`src/rtl/cdq_pkg.sv`:
```
package cdq_pkg;

    localparam int WORD_W   = 32;
    localparam int KIND_W   = 3;
    localparam int STATUS_W = 2;

    localparam logic [KIND_W-1:0] KIND_PUSH_FRONT = 3'd0;
    localparam logic [KIND_W-1:0] KIND_PUSH_BACK  = 3'd1;
    localparam logic [KIND_W-1:0] KIND_POP_FRONT  = 3'd2;
    localparam logic [KIND_W-1:0] KIND_POP_BACK   = 3'd3;
    localparam logic [KIND_W-1:0] KIND_READ_ALL   = 3'd4;

    localparam logic [STATUS_W-1:0] STATUS_OK    = 2'd0;
    localparam logic [STATUS_W-1:0] STATUS_EMPTY = 2'd1;
    localparam logic [STATUS_W-1:0] STATUS_FULL  = 2'd2;

    typedef enum logic [2:0] {
        OP_PUSH_FRONT,
        OP_PUSH_BACK,
        OP_POP_FRONT,
        OP_POP_BACK,
        OP_READ_ALL
    } op_t;

    typedef struct packed {
        op_t                      op;
        logic signed [WORD_W-1:0] value;
    } cmd_t;

    typedef struct packed {
        logic full;
        logic empty;
    } q_status_t;

    typedef enum logic [1:0] {
        ST_IDLE,
        ST_READ,
        ST_DUMP
    } state_t;

endpackage

```
`src/rtl/cdq_front.sv`:
```
module cdq_front (
    input  logic                                    req_valid,
    output logic                                    req_stall,
    input  logic [cdq_pkg::KIND_W-1:0]              kind,
    input  logic signed [cdq_pkg::WORD_W-1:0]       value,
    input  cdq_pkg::q_status_t                      q_status,
    output logic                                    push,
    output cdq_pkg::cmd_t                           push_cmd
);
    import cdq_pkg::*;

    logic kind_ok;

    always_comb
    begin
        kind_ok = kind inside {[KIND_PUSH_FRONT:KIND_READ_ALL]};
        push_cmd.value = value;
        case (kind)
            KIND_PUSH_FRONT: push_cmd.op = OP_PUSH_FRONT;
            KIND_PUSH_BACK:  push_cmd.op = OP_PUSH_BACK;
            KIND_POP_FRONT:  push_cmd.op = OP_POP_FRONT;
            KIND_POP_BACK:   push_cmd.op = OP_POP_BACK;
            default:         push_cmd.op = OP_READ_ALL;
        endcase
    end

    // undefined kinds are taken and dropped
    assign req_stall = q_status.full;
    assign push      = req_valid && !q_status.full && kind_ok;

endmodule

```
`src/rtl/cdq_queue.sv`:
```
module cdq_queue (
    input  logic               clk,
    input  logic               rst_n,
    input  logic               push,
    input  cdq_pkg::cmd_t      push_cmd,
    input  logic               pop,
    output cdq_pkg::cmd_t      pop_cmd,
    output cdq_pkg::q_status_t q_status
);
    import cdq_pkg::*;

    cmd_t       entry_reg [2];
    logic       wr_ptr_reg, wr_ptr_next;
    logic       rd_ptr_reg, rd_ptr_next;
    logic [1:0] fill_reg, fill_next;

    always_comb
    begin
        wr_ptr_next = wr_ptr_reg;
        rd_ptr_next = rd_ptr_reg;
        fill_next   = fill_reg;
        if (push)
        begin
            wr_ptr_next = ~wr_ptr_reg;
        end
        if (pop)
        begin
            rd_ptr_next = ~rd_ptr_reg;
        end
        if (push && !pop)
        begin
            fill_next = fill_reg + 2'd1;
        end
        else if (pop && !push)
        begin
            fill_next = fill_reg - 2'd1;
        end
    end

    always_ff @(posedge clk or negedge rst_n)
    begin
        if (!rst_n)
        begin
            wr_ptr_reg <= 1'b0;
            rd_ptr_reg <= 1'b0;
            fill_reg   <= 2'd0;
        end
        else
        begin
            wr_ptr_reg <= wr_ptr_next;
            rd_ptr_reg <= rd_ptr_next;
            fill_reg   <= fill_next;
        end
    end

    always_ff @(posedge clk)
    begin
        if (push)
        begin
            entry_reg[wr_ptr_reg] <= push_cmd;
        end
    end

    assign pop_cmd        = entry_reg[rd_ptr_reg];
    assign q_status.full  = fill_reg[1];
    assign q_status.empty = (fill_reg == 2'd0);

endmodule

```
`src/rtl/cdq_back.sv`:
```
module cdq_back #(
    parameter int CAPACITY = 32
) (
    input  logic                                    clk,
    input  logic                                    rst_n,
    input  cdq_pkg::q_status_t                      q_status,
    input  cdq_pkg::cmd_t                           pop_cmd,
    output logic                                    pop,
    output logic                                    rsp_valid,
    input  logic                                    rsp_stall,
    output logic signed [cdq_pkg::WORD_W-1:0]       item,
    output logic [cdq_pkg::STATUS_W-1:0]            status,
    output logic                                    last
);
    import cdq_pkg::*;

    localparam int PW = $clog2(CAPACITY);
    localparam int CW = $clog2(CAPACITY + 1);
    localparam logic [PW-1:0] TOP_SLOT  = PW'(CAPACITY - 1);
    localparam logic [CW-1:0] CAP_COUNT = CW'(CAPACITY);
    localparam logic [PW:0]   CAP_WIDE  = (PW + 1)'(CAPACITY);

    logic signed [WORD_W-1:0] mem [CAPACITY];

    state_t                   state_reg, state_next;
    logic [PW-1:0]            front_reg, front_next;
    logic [CW-1:0]            count_reg, count_next;
    logic [PW-1:0]            rd_ptr_reg, rd_ptr_next;
    logic [CW-1:0]            remain_reg, remain_next;
    logic                     rsp_valid_reg, rsp_valid_next;
    logic signed [WORD_W-1:0] item_reg, item_next;
    logic [STATUS_W-1:0]      status_reg, status_next;
    logic                     last_reg, last_next;
    logic signed [WORD_W-1:0] rd_data_reg;

    logic                     out_free;
    logic                     mem_we;
    logic [PW-1:0]            wr_addr;
    logic                     rd_en;
    logic [PW-1:0]            rd_addr;

    function automatic logic [PW-1:0] slot(input logic [PW-1:0] base,
                                           input logic [CW-1:0] offset);
        logic [PW:0] sum;
        sum = {1'b0, base} + {1'b0, offset[PW-1:0]};
        if (sum >= CAP_WIDE)
        begin
            sum = sum - CAP_WIDE;
        end
        return sum[PW-1:0];
    endfunction

    function automatic logic [PW-1:0] next_slot(input logic [PW-1:0] p);
        return (p == TOP_SLOT) ? '0 : p + PW'(1);
    endfunction

    assign out_free = !rsp_valid_reg || !rsp_stall;

    always_comb
    begin
        state_next = state_reg;
        case (state_reg)
            ST_IDLE:
            begin
                if (!q_status.empty && out_free)
                begin
                    if ((pop_cmd.op == OP_POP_FRONT || pop_cmd.op == OP_POP_BACK)
                        && count_reg != '0)
                    begin
                        state_next = ST_READ;
                    end
                    else if (pop_cmd.op == OP_READ_ALL && count_reg != '0)
                    begin
                        state_next = ST_DUMP;
                    end
                end
            end
            ST_READ:
            begin
                if (out_free)
                begin
                    state_next = ST_IDLE;
                end
            end
            ST_DUMP:
            begin
                if (out_free && remain_reg == CW'(1))
                begin
                    state_next = ST_IDLE;
                end
            end
            default: state_next = ST_IDLE;
        endcase
    end

    always_comb
    begin
        front_next     = front_reg;
        count_next     = count_reg;
        rd_ptr_next    = rd_ptr_reg;
        remain_next    = remain_reg;
        rsp_valid_next = rsp_valid_reg && rsp_stall;
        item_next      = item_reg;
        status_next    = status_reg;
        last_next      = last_reg;
        pop            = 1'b0;
        mem_we         = 1'b0;
        wr_addr        = front_reg;
        rd_en          = 1'b0;
        rd_addr        = front_reg;
        case (state_reg)
            ST_IDLE:
            begin
                if (!q_status.empty && out_free)
                begin
                    pop = 1'b1;
                    case (pop_cmd.op)
                        OP_PUSH_FRONT, OP_PUSH_BACK:
                        begin
                            rsp_valid_next = 1'b1;
                            item_next      = '0;
                            last_next      = 1'b1;
                            if (count_reg == CAP_COUNT)
                            begin
                                status_next = STATUS_FULL;
                            end
                            else
                            begin
                                status_next = STATUS_OK;
                                mem_we      = 1'b1;
                                count_next  = count_reg + CW'(1);
                                if (pop_cmd.op == OP_PUSH_FRONT)
                                begin
                                    front_next = (front_reg == '0) ? TOP_SLOT
                                                                   : front_reg - PW'(1);
                                    wr_addr    = front_next;
                                end
                                else
                                begin
                                    wr_addr = slot(front_reg, count_reg);
                                end
                            end
                        end
                        OP_POP_FRONT, OP_POP_BACK:
                        begin
                            if (count_reg == '0)
                            begin
                                rsp_valid_next = 1'b1;
                                item_next      = '0;
                                status_next    = STATUS_EMPTY;
                                last_next      = 1'b1;
                            end
                            else
                            begin
                                rd_en      = 1'b1;
                                count_next = count_reg - CW'(1);
                                if (pop_cmd.op == OP_POP_FRONT)
                                begin
                                    rd_addr    = front_reg;
                                    front_next = next_slot(front_reg);
                                end
                                else
                                begin
                                    rd_addr = slot(front_reg, count_reg - CW'(1));
                                end
                            end
                        end
                        default:
                        begin
                            if (count_reg == '0)
                            begin
                                rsp_valid_next = 1'b1;
                                item_next      = '0;
                                status_next    = STATUS_EMPTY;
                                last_next      = 1'b1;
                            end
                            else
                            begin
                                rd_en       = 1'b1;
                                rd_addr     = front_reg;
                                rd_ptr_next = next_slot(front_reg);
                                remain_next = count_reg;
                            end
                        end
                    endcase
                end
            end
            ST_READ:
            begin
                if (out_free)
                begin
                    rsp_valid_next = 1'b1;
                    item_next      = rd_data_reg;
                    status_next    = STATUS_OK;
                    last_next      = 1'b1;
                end
            end
            ST_DUMP:
            begin
                if (out_free)
                begin
                    rsp_valid_next = 1'b1;
                    item_next      = rd_data_reg;
                    status_next    = STATUS_OK;
                    last_next      = (remain_reg == CW'(1));
                    if (remain_reg != CW'(1))
                    begin
                        rd_en       = 1'b1;
                        rd_addr     = rd_ptr_reg;
                        rd_ptr_next = next_slot(rd_ptr_reg);
                        remain_next = remain_reg - CW'(1);
                    end
                end
            end
            default:
            begin
                rsp_valid_next = 1'b0;
            end
        endcase
    end

    always_ff @(posedge clk or negedge rst_n)
    begin
        if (!rst_n)
        begin
            state_reg     <= ST_IDLE;
            front_reg     <= '0;
            count_reg     <= '0;
            rd_ptr_reg    <= '0;
            remain_reg    <= '0;
            rsp_valid_reg <= 1'b0;
        end
        else
        begin
            state_reg     <= state_next;
            front_reg     <= front_next;
            count_reg     <= count_next;
            rd_ptr_reg    <= rd_ptr_next;
            remain_reg    <= remain_next;
            rsp_valid_reg <= rsp_valid_next;
        end
    end

    always_ff @(posedge clk)
    begin
        item_reg   <= item_next;
        status_reg <= status_next;
        last_reg   <= last_next;
    end

    // element store: one write port, one registered read port
    always_ff @(posedge clk)
    begin
        if (mem_we)
        begin
            mem[wr_addr] <= pop_cmd.value;
        end
    end

    always_ff @(posedge clk)
    begin
        if (rd_en)
        begin
            rd_data_reg <= mem[rd_addr];
        end
    end

    assign rsp_valid = rsp_valid_reg;
    assign item      = item_reg;
    assign status    = status_reg;
    assign last      = last_reg;

endmodule

```
`src/rtl/circular_list_deque_unit.sv`:
```
// channel | direction | handshake            | payload
// req     | in        | req_valid, req_stall | kind, value
// rsp     | out       | rsp_valid, rsp_stall | item, status, last
//
// Words pass through a two-entry command queue; the back end takes one when idle.
// Push, or any error result: goes straight to the result register. Pop: store read,
// then result. Read-out of N elements: one store read per element.
// Reset clears pointers, count and the queue; the element store needs no clearing.
// req_stall is raised only while the command queue is full; rsp_stall holds the
// result register and so backs up the queue.
module circular_list_deque_unit #(
    parameter int CAPACITY = 32
) (
    input  logic                                    clk,
    input  logic                                    rst_n,
    input  logic                                    req_valid,
    output logic                                    req_stall,
    input  logic [cdq_pkg::KIND_W-1:0]              kind,
    input  logic signed [cdq_pkg::WORD_W-1:0]       value,
    output logic                                    rsp_valid,
    input  logic                                    rsp_stall,
    output logic signed [cdq_pkg::WORD_W-1:0]       item,
    output logic [cdq_pkg::STATUS_W-1:0]            status,
    output logic                                    last
);
    import cdq_pkg::*;

    q_status_t q_status;
    logic      push;
    cmd_t      push_cmd;
    logic      pop;
    cmd_t      pop_cmd;

    cdq_front u_front (
        .req_valid (req_valid),
        .req_stall (req_stall),
        .kind      (kind),
        .value     (value),
        .q_status  (q_status),
        .push      (push),
        .push_cmd  (push_cmd)
    );

    cdq_queue u_queue (
        .clk      (clk),
        .rst_n    (rst_n),
        .push     (push),
        .push_cmd (push_cmd),
        .pop      (pop),
        .pop_cmd  (pop_cmd),
        .q_status (q_status)
    );

    cdq_back #(
        .CAPACITY (CAPACITY)
    ) u_back (
        .clk       (clk),
        .rst_n     (rst_n),
        .q_status  (q_status),
        .pop_cmd   (pop_cmd),
        .pop       (pop),
        .rsp_valid (rsp_valid),
        .rsp_stall (rsp_stall),
        .item      (item),
        .status    (status),
        .last      (last)
    );

endmodule

```
`config.mk`:
```
export PLATFORM = sky130hd
export DESIGN_NAME = circular_list_deque_unit
export DESIGN_NICKNAME = d
export VERILOG_FILES = /design/src/rtl/cdq_pkg.sv /design/src/rtl/cdq_front.sv /design/src/rtl/cdq_queue.sv /design/src/rtl/cdq_back.sv /design/src/rtl/circular_list_deque_unit.sv
export SDC_FILE = /design/constraint.sdc
export NUM_CORES = 2
export LEC_CHECK = 0
export BUFFER_PORTS_ARGS = -buffer_cell sky130_fd_sc_hd__buf_2
export CORE_AREA = 2 2 345 347
export CTS_CLUSTER_SIZE = 25
export DETAILED_ROUTE_END_ITERATION = 16
export DIE_AREA = 0 0 347 349
export GPL_TIMING_DRIVEN = 0
export PLACE_DENSITY = 0.67
export SYNTH_ARGS = -nofsm -noshare
export SYNTH_HDL_FRONTEND = slang
export SYNTH_SLANG_ARGS = --single-unit
```
`constraint.sdc`:
```
create_clock -name clk -period 5.4 [get_ports clk]
set_input_delay 0.54 -clock clk [delete_from_list [all_inputs] [get_ports clk]]
set_output_delay 0.54 -clock clk [all_outputs]
set_load 0.01 [all_outputs]
```
### After elaboration in Yosys (flattened, before gate mapping)

Memory sizes are Yosys's and may differ from the RTL's. A register that Yosys moved wholly into a read port is not among the register bits.
Cells that the tools add are included.

* RAM bits: 1094
* memories: 2
* bits in registers: 64
* input bits: 39

Memories
* u_back.mem: depth 32, bits a word 32, read ports 1, clocked after Yosys merged registers in 1, wr ports 1, line cdq_back.sv:23 `logic signed [WORD_W-1:0] mem [CAPACITY];`
* u_queue.entry_reg: depth 2, bits a word 35, read ports 1, clocked after Yosys merged registers in 0, wr ports 1, line cdq_queue.sv:12 `cmd_t entry_reg [2];`

* bitwise gates (word level): 2
* $lt $le $gt $ge: 4
* mux-type cells: 83
* reductions and logical operators: 40
* equal/unequal tests: 28
* add/subtract/negate cells: 12

Operators with widths (count)
* 32-bit two-way mux: 4
* 5-bit two-way mux: 25
* 32-bit case mux with 2 select lines: 1
* 6-bit two-way mux: 7
* 5-bit case mux with 2 select lines: 3
* 1-bit two-way mux: 24
* 6-bit case mux with 2 select lines: 2
* 2-bit two-way mux: 11
* 2-bit by 1-bit != test with 1-bit output (second input constant): 8
* 5-bit by 1-bit subtractor with 5-bit output (second input constant): 3
* 5-bit by 5-bit adder with 6-bit output: 2
* 3-bit by 2-bit equality test with 1-bit output (second input constant): 4
* 6-bit greater-or-equal comparator (second input constant): 2
* 3-bit case mux with 4 select lines: 1
* 6-bit by 1-bit subtractor with 6-bit output (second input constant): 2
* 5-bit by 1-bit adder with 5-bit output (second input constant): 2
* 5-bit equality test (second input constant): 2
* 1-bit logical AND: 10
* 5-bit AND reduction: 2
* 2-bit != test (second input constant): 4
* 4-bit AND reduction: 2
* 2-bit nonzero test: 4
* 7-bit AND reduction: 1
* 6-bit by 1-bit adder with 6-bit output (second input constant): 1
* 29 further kinds: 42

### Longest topological paths before layout

* depth in word-level cells: 9
* gate-level depth with buffers: 16

### Hierarchy

Synthesis repeated with hierarchy kept, for this count alone.

* cells, all modules: 3066
* area total of the unflattened synthesis: 47710.8 um^2

Modules (own cells, without submodules)
* cdq_back: seq. area each 33387.0 um^2, area an instance 44564.0 um^2, cells each 2903, instances 1
* cdq_queue: seq. area each 2202.1 um^2, area an instance 2864.0 um^2, cells each 125, instances 1
* cdq_front: seq. area each 0.0 um^2, area an instance 282.8 um^2, cells each 38, instances 1

### Worst setup path before layout

No wires, ideal clock.

* kind: register -> register
* start point: register u_back.count_reg[0]
* end point: memory u_back.mem[28][0], enable pin
* cell stages (with the launch flop): 12
* setup slack: 0.704 ns
* library setup time: 0.421 ns
* arrival: 4.275 ns
* required time: 4.979 ns
* period minus slack after synthesis: 4.696 ns
* path through: dfrtp_1 inv_1 ha_1 or3b_1 or3b_2 and3_1 buf_2 nand3_1 o21ai_0 a21oi_1 or3b_2 nor2_1

* cells in the longest elaborated chain, start to end: 8
* elaborated cells on any way between the ends: 16

RTL lines
* from (decl): line cdq_back.sv:27 `logic [CW-1:0] count_reg, count_next;`
* from (signal assigned): line cdq_back.sv:237 `count_reg <= count_next;`
* 5-bit by 5-bit adder with 6-bit output: line cdq_back.sv:45 `sum = {1'b0, base} + {1'b0, offset[PW-1:0]};`
* 5-bit by 1-bit subtractor with 5-bit output / 6-bit greater-or-equal comparator (equally long branches): line cdq_back.sv:48, cdq_back.sv:46
* 5-bit two-way mux: line cdq_back.sv:46 `if (sum >= CAP_WIDE)`
* 5-bit two-way mux: line cdq_back.sv:132 `if (pop_cmd.op == OP_PUSH_FRONT)`
* 5-bit two-way mux: line cdq_back.sv:123 `if (count_reg == CAP_COUNT)`
* 5-bit two-way mux: line cdq_back.sv:117 `case (pop_cmd.op)`
* 5-bit two-way mux: line cdq_back.sv:114 `if (!q_status.empty && out_free)`
* 5-bit two-way mux: line cdq_back.sv:111 `case (state_reg)`
* to (decl): line cdq_back.sv:23

Several ways; a longest one is shown, not always the timed one.

### Final worst setup path

* start point: register u_back.count_reg[0]
* end point: register u_back.rd_data_reg[9], read port of u_back.mem (data pin)

* cells in the longest elaborated chain, start to end: 9
* elaborated cells on any way between the ends: 15

RTL lines
* 6-bit by 1-bit subtractor with 6-bit output
* 5-bit by 5-bit adder with 6-bit output: line cdq_back.sv:45
* 5-bit by 1-bit subtractor with 5-bit output / 6-bit greater-or-equal comparator (equally long branches): line cdq_back.sv:48, cdq_back.sv:46
* 5-bit two-way mux: line cdq_back.sv:46
* 5-bit two-way mux: line cdq_back.sv:157 `if (pop_cmd.op == OP_POP_FRONT)`
* 5-bit two-way mux: line cdq_back.sv:146 `if (count_reg == '0)`
* 5-bit two-way mux
* 5-bit two-way mux: line cdq_back.sv:114
* 5-bit case mux with 2 select lines: line cdq_back.sv:111
* to (decl): line cdq_back.sv:34 `logic signed [WORD_W-1:0] rd_data_reg;`

Several ways; a longest one is shown, not always the timed one.
A chain may end at the register's enable or synchronous reset.

==> flow_summary.yaml <==
final_layout:
  drive_gt1_share_pct: 20.2
  area_delta_synth_final_pct: 15.8
  largest_reg_flops: 1024
  fillers: 9715
  nets: 2969
  fin_cells: 4542
timing:
  tightest_slew_ns: 1.16
  fin_crit_sh_pct: 97.2
  finalSetupTns_ns: 0
  drv_slew: 0
  hold_ws_ns: 0.0258
  setup_slack_ns: 0.153
  finClkSkew_ns: 0.0308
  setup_violations: 0
  rsz0062_at_grt: "no"
  slew_headroom_pct: 22.8
  hold_violations: 0
  fmax_mhz: 191
  final.min_clock_period_ns: 5.25
synth:
  synth_common_cells: "1,161 x edfxtp_1, 365 x nand2_1, 156 x mux4_2, 142 x nand3_1, 91 x a21oi_1"
  syn_avg_cell_area_um2: 17.6
  synth_edf_count: 1161
  yosys_warnings: 0
  ys.flop_type: "edfxtp_1"
  synth_cell_type_count: 70
  synth_area_um2: 46700
  yosysSeqAreaShare_pct: 76.2
  synth_top_area_share_pct: 74.6
  yosysMostFrequentCell: "edfxtp_1"
  synth.area.top_cells: "edfxtp_1 75%, mux4_2 7.5%, nand2_1 2.9%"
  synth_seq_cells: 1190
  yosysTopAreaCell: "edfxtp_1"
  syn_inst: 2660
  synthArstFlopShare_pct: 2.44
  syn-num-nets: 2723
global_route:
  grt_util_all_layers_pct: 19.8
  grt.overflow.total: 0
  antenna_found_initial: 2
  grt_max_degree: 33
  grt_pass1_wl_um: 176000
  grt_pass1_vias: 26095
die:
  fp.dieW_um: 347
  die_area_um2: 121000
  core_um2: 117000
  initial_utilization_pct: 39.8
  ios: 76
  die_y_um: 349
  rows: 126
cts:
  cts_max_level: 3
  cts_buffer_depth: 3
  cts_sinks: 1190
  cts_tree: "built"
  cts_setup_buffers: 0
  root_buffer: "clkbuf_16"
  clk_latency_ns: 0.72
  cts_buffers: 116
  path_clk_slew_ns: 0.06
detailed_routing:
  firstDrtPassIters: 7
  drtAntennaViolNets: 0
  post_drt_wl_per_cell_um: 26.7
  wirelength_um: 121000
  vias: 26245
  viasPerCell: 5.78
  route.detailed.drc: 0
  first_iter_violations: 3116
placement:
  pre_cts_ws_ns: 0.269
  gp_congestion: 0.853
  port-buffer-count: 75
  dpl.hpwl_um: 80300
  dp.cells: 4308
job:
  drv_cap: 0
critical_path:
  crit_path_end_kind: "flip-flop"
  cp.arrival_ns: 5.77
  worstPathRequired_ns: 5.93
  crit_type: "reg -> reg"
  worstSetupStartpointType: "flip-flop"
  crit_path_max_fanout: 10
run_status:
  status: "complete, no violations"
min_path:
  min_path_type: "in -> reg"
metrics by stage:
step | utilization, % | area (um2)
3_3_place_gp | 41.7 | 49000
5_1_grt | 46.0 | 54100
6_report | 46.0 | 54100
4_1_cts | 46.0 | 54100
2_1_floorplan | - | 46700
3_5_place_dp | 42.6 | 50100
critical path, cell delays in order, from the launching register on:
cell      delay [ns]
dfrtp_1         0.49
inv_1           0.17
ha_1            0.33
inv_1           0.08
fa_1            0.40
xor2_1          0.18
o31ai_1         0.36
o21ai_1         0.34
buf_4           0.32
clkbuf_1        0.34
nor2_1          0.71
clkbuf_1        0.75
a22oi_1         0.28
a31oi_1         0.31
final timing paths:
path	from	endpoint	slack [ns]	cells after the start
hold reg to reg	u_back.rd_data_reg[25]	u_back.item[25]	0.51	1
setup / recovery	u_back.count_reg[0]	u_back.rd_data_reg[9]	0.15	13
hold / removal	value[30]	u_queue.entry_reg[0][30]	0.03	1
max in group asynchronous	rst_n	u_back.remain_reg[0]	4.51	2
min in group asynchronous	rst_n	u_queue.wr_ptr_reg	0.42	2
setup reg to reg	u_back.count_reg[0]	u_back.rd_data_reg[9]	0.15	13
timing repair:
action                                  in CTS  in global routing
resized for setup                            0                  1
endpoints found under the setup margin       0                  3
hold endpoints to repair                    57                  0
hold buffers                                15                  0
area by class of cell:
type,count,area [um2],share of cell area [%]
antenna,1,2.50,0.00463
buffer,154,833,1.54
clock buffer,127,2970,5.48
clock inverter,90,882,1.63
inverter,21,78.8,0.146
multi-input combinational,1295,10500,19.4
sequential,1190,35600,65.8
tap,1536,1920,3.55
timing repair buffer,128,1310,2.43
layer usage:
| metal | global-route usage (%) | up-vias | routed length [um] |
|---|---|---|---|
| li1 | - | 11109 | - |
| met1 | 26.5 | 13459 | 47400 |
| met2 | 32.9 | 1436 | 59000 |
| met3 | 3.24 | 241 | 10900 |
| met4 | 7.24 | 0 | 4110 |
| met5 | 0 | - | 0 |
cells in the final DEF, fill, tap and decap left out, types with 34 or more instances in the layout:
cell / instances
o22ai_1: 34
nand3_1: 142
nor2_1: 36
edfxtp_1: 1161
a31oi_1: 39
nand2_1: 365
and2_1: 34
clkbuf_1: 83
a21oi_1: 91
mux2_2: 35
nor2_4: 34
a32o_1: 63
clkbuf_16: 117
buf_2: 119
mux4_2: 156
logic make-up (layout without fill, tap and decap cells):
family	after synthesis	in the layout	share of synthesized area [%]
multiplexers	201	201	8.58
XOR/XNOR	22	22	0.413
adder cells (fa/ha/maj)	24	24	0.675
buffers and inverters	175	520	1.95
flip-flops	1190	1190	76.2
AND/OR/NAND/NOR	675	675	6.39
AO/OA/AOI/OAI	373	373	5.79
other	0	1	0
Power is left out: the tool's default activity adds up to more than one toggle a clock period on the data nets, which glitch-free logic cannot reach.
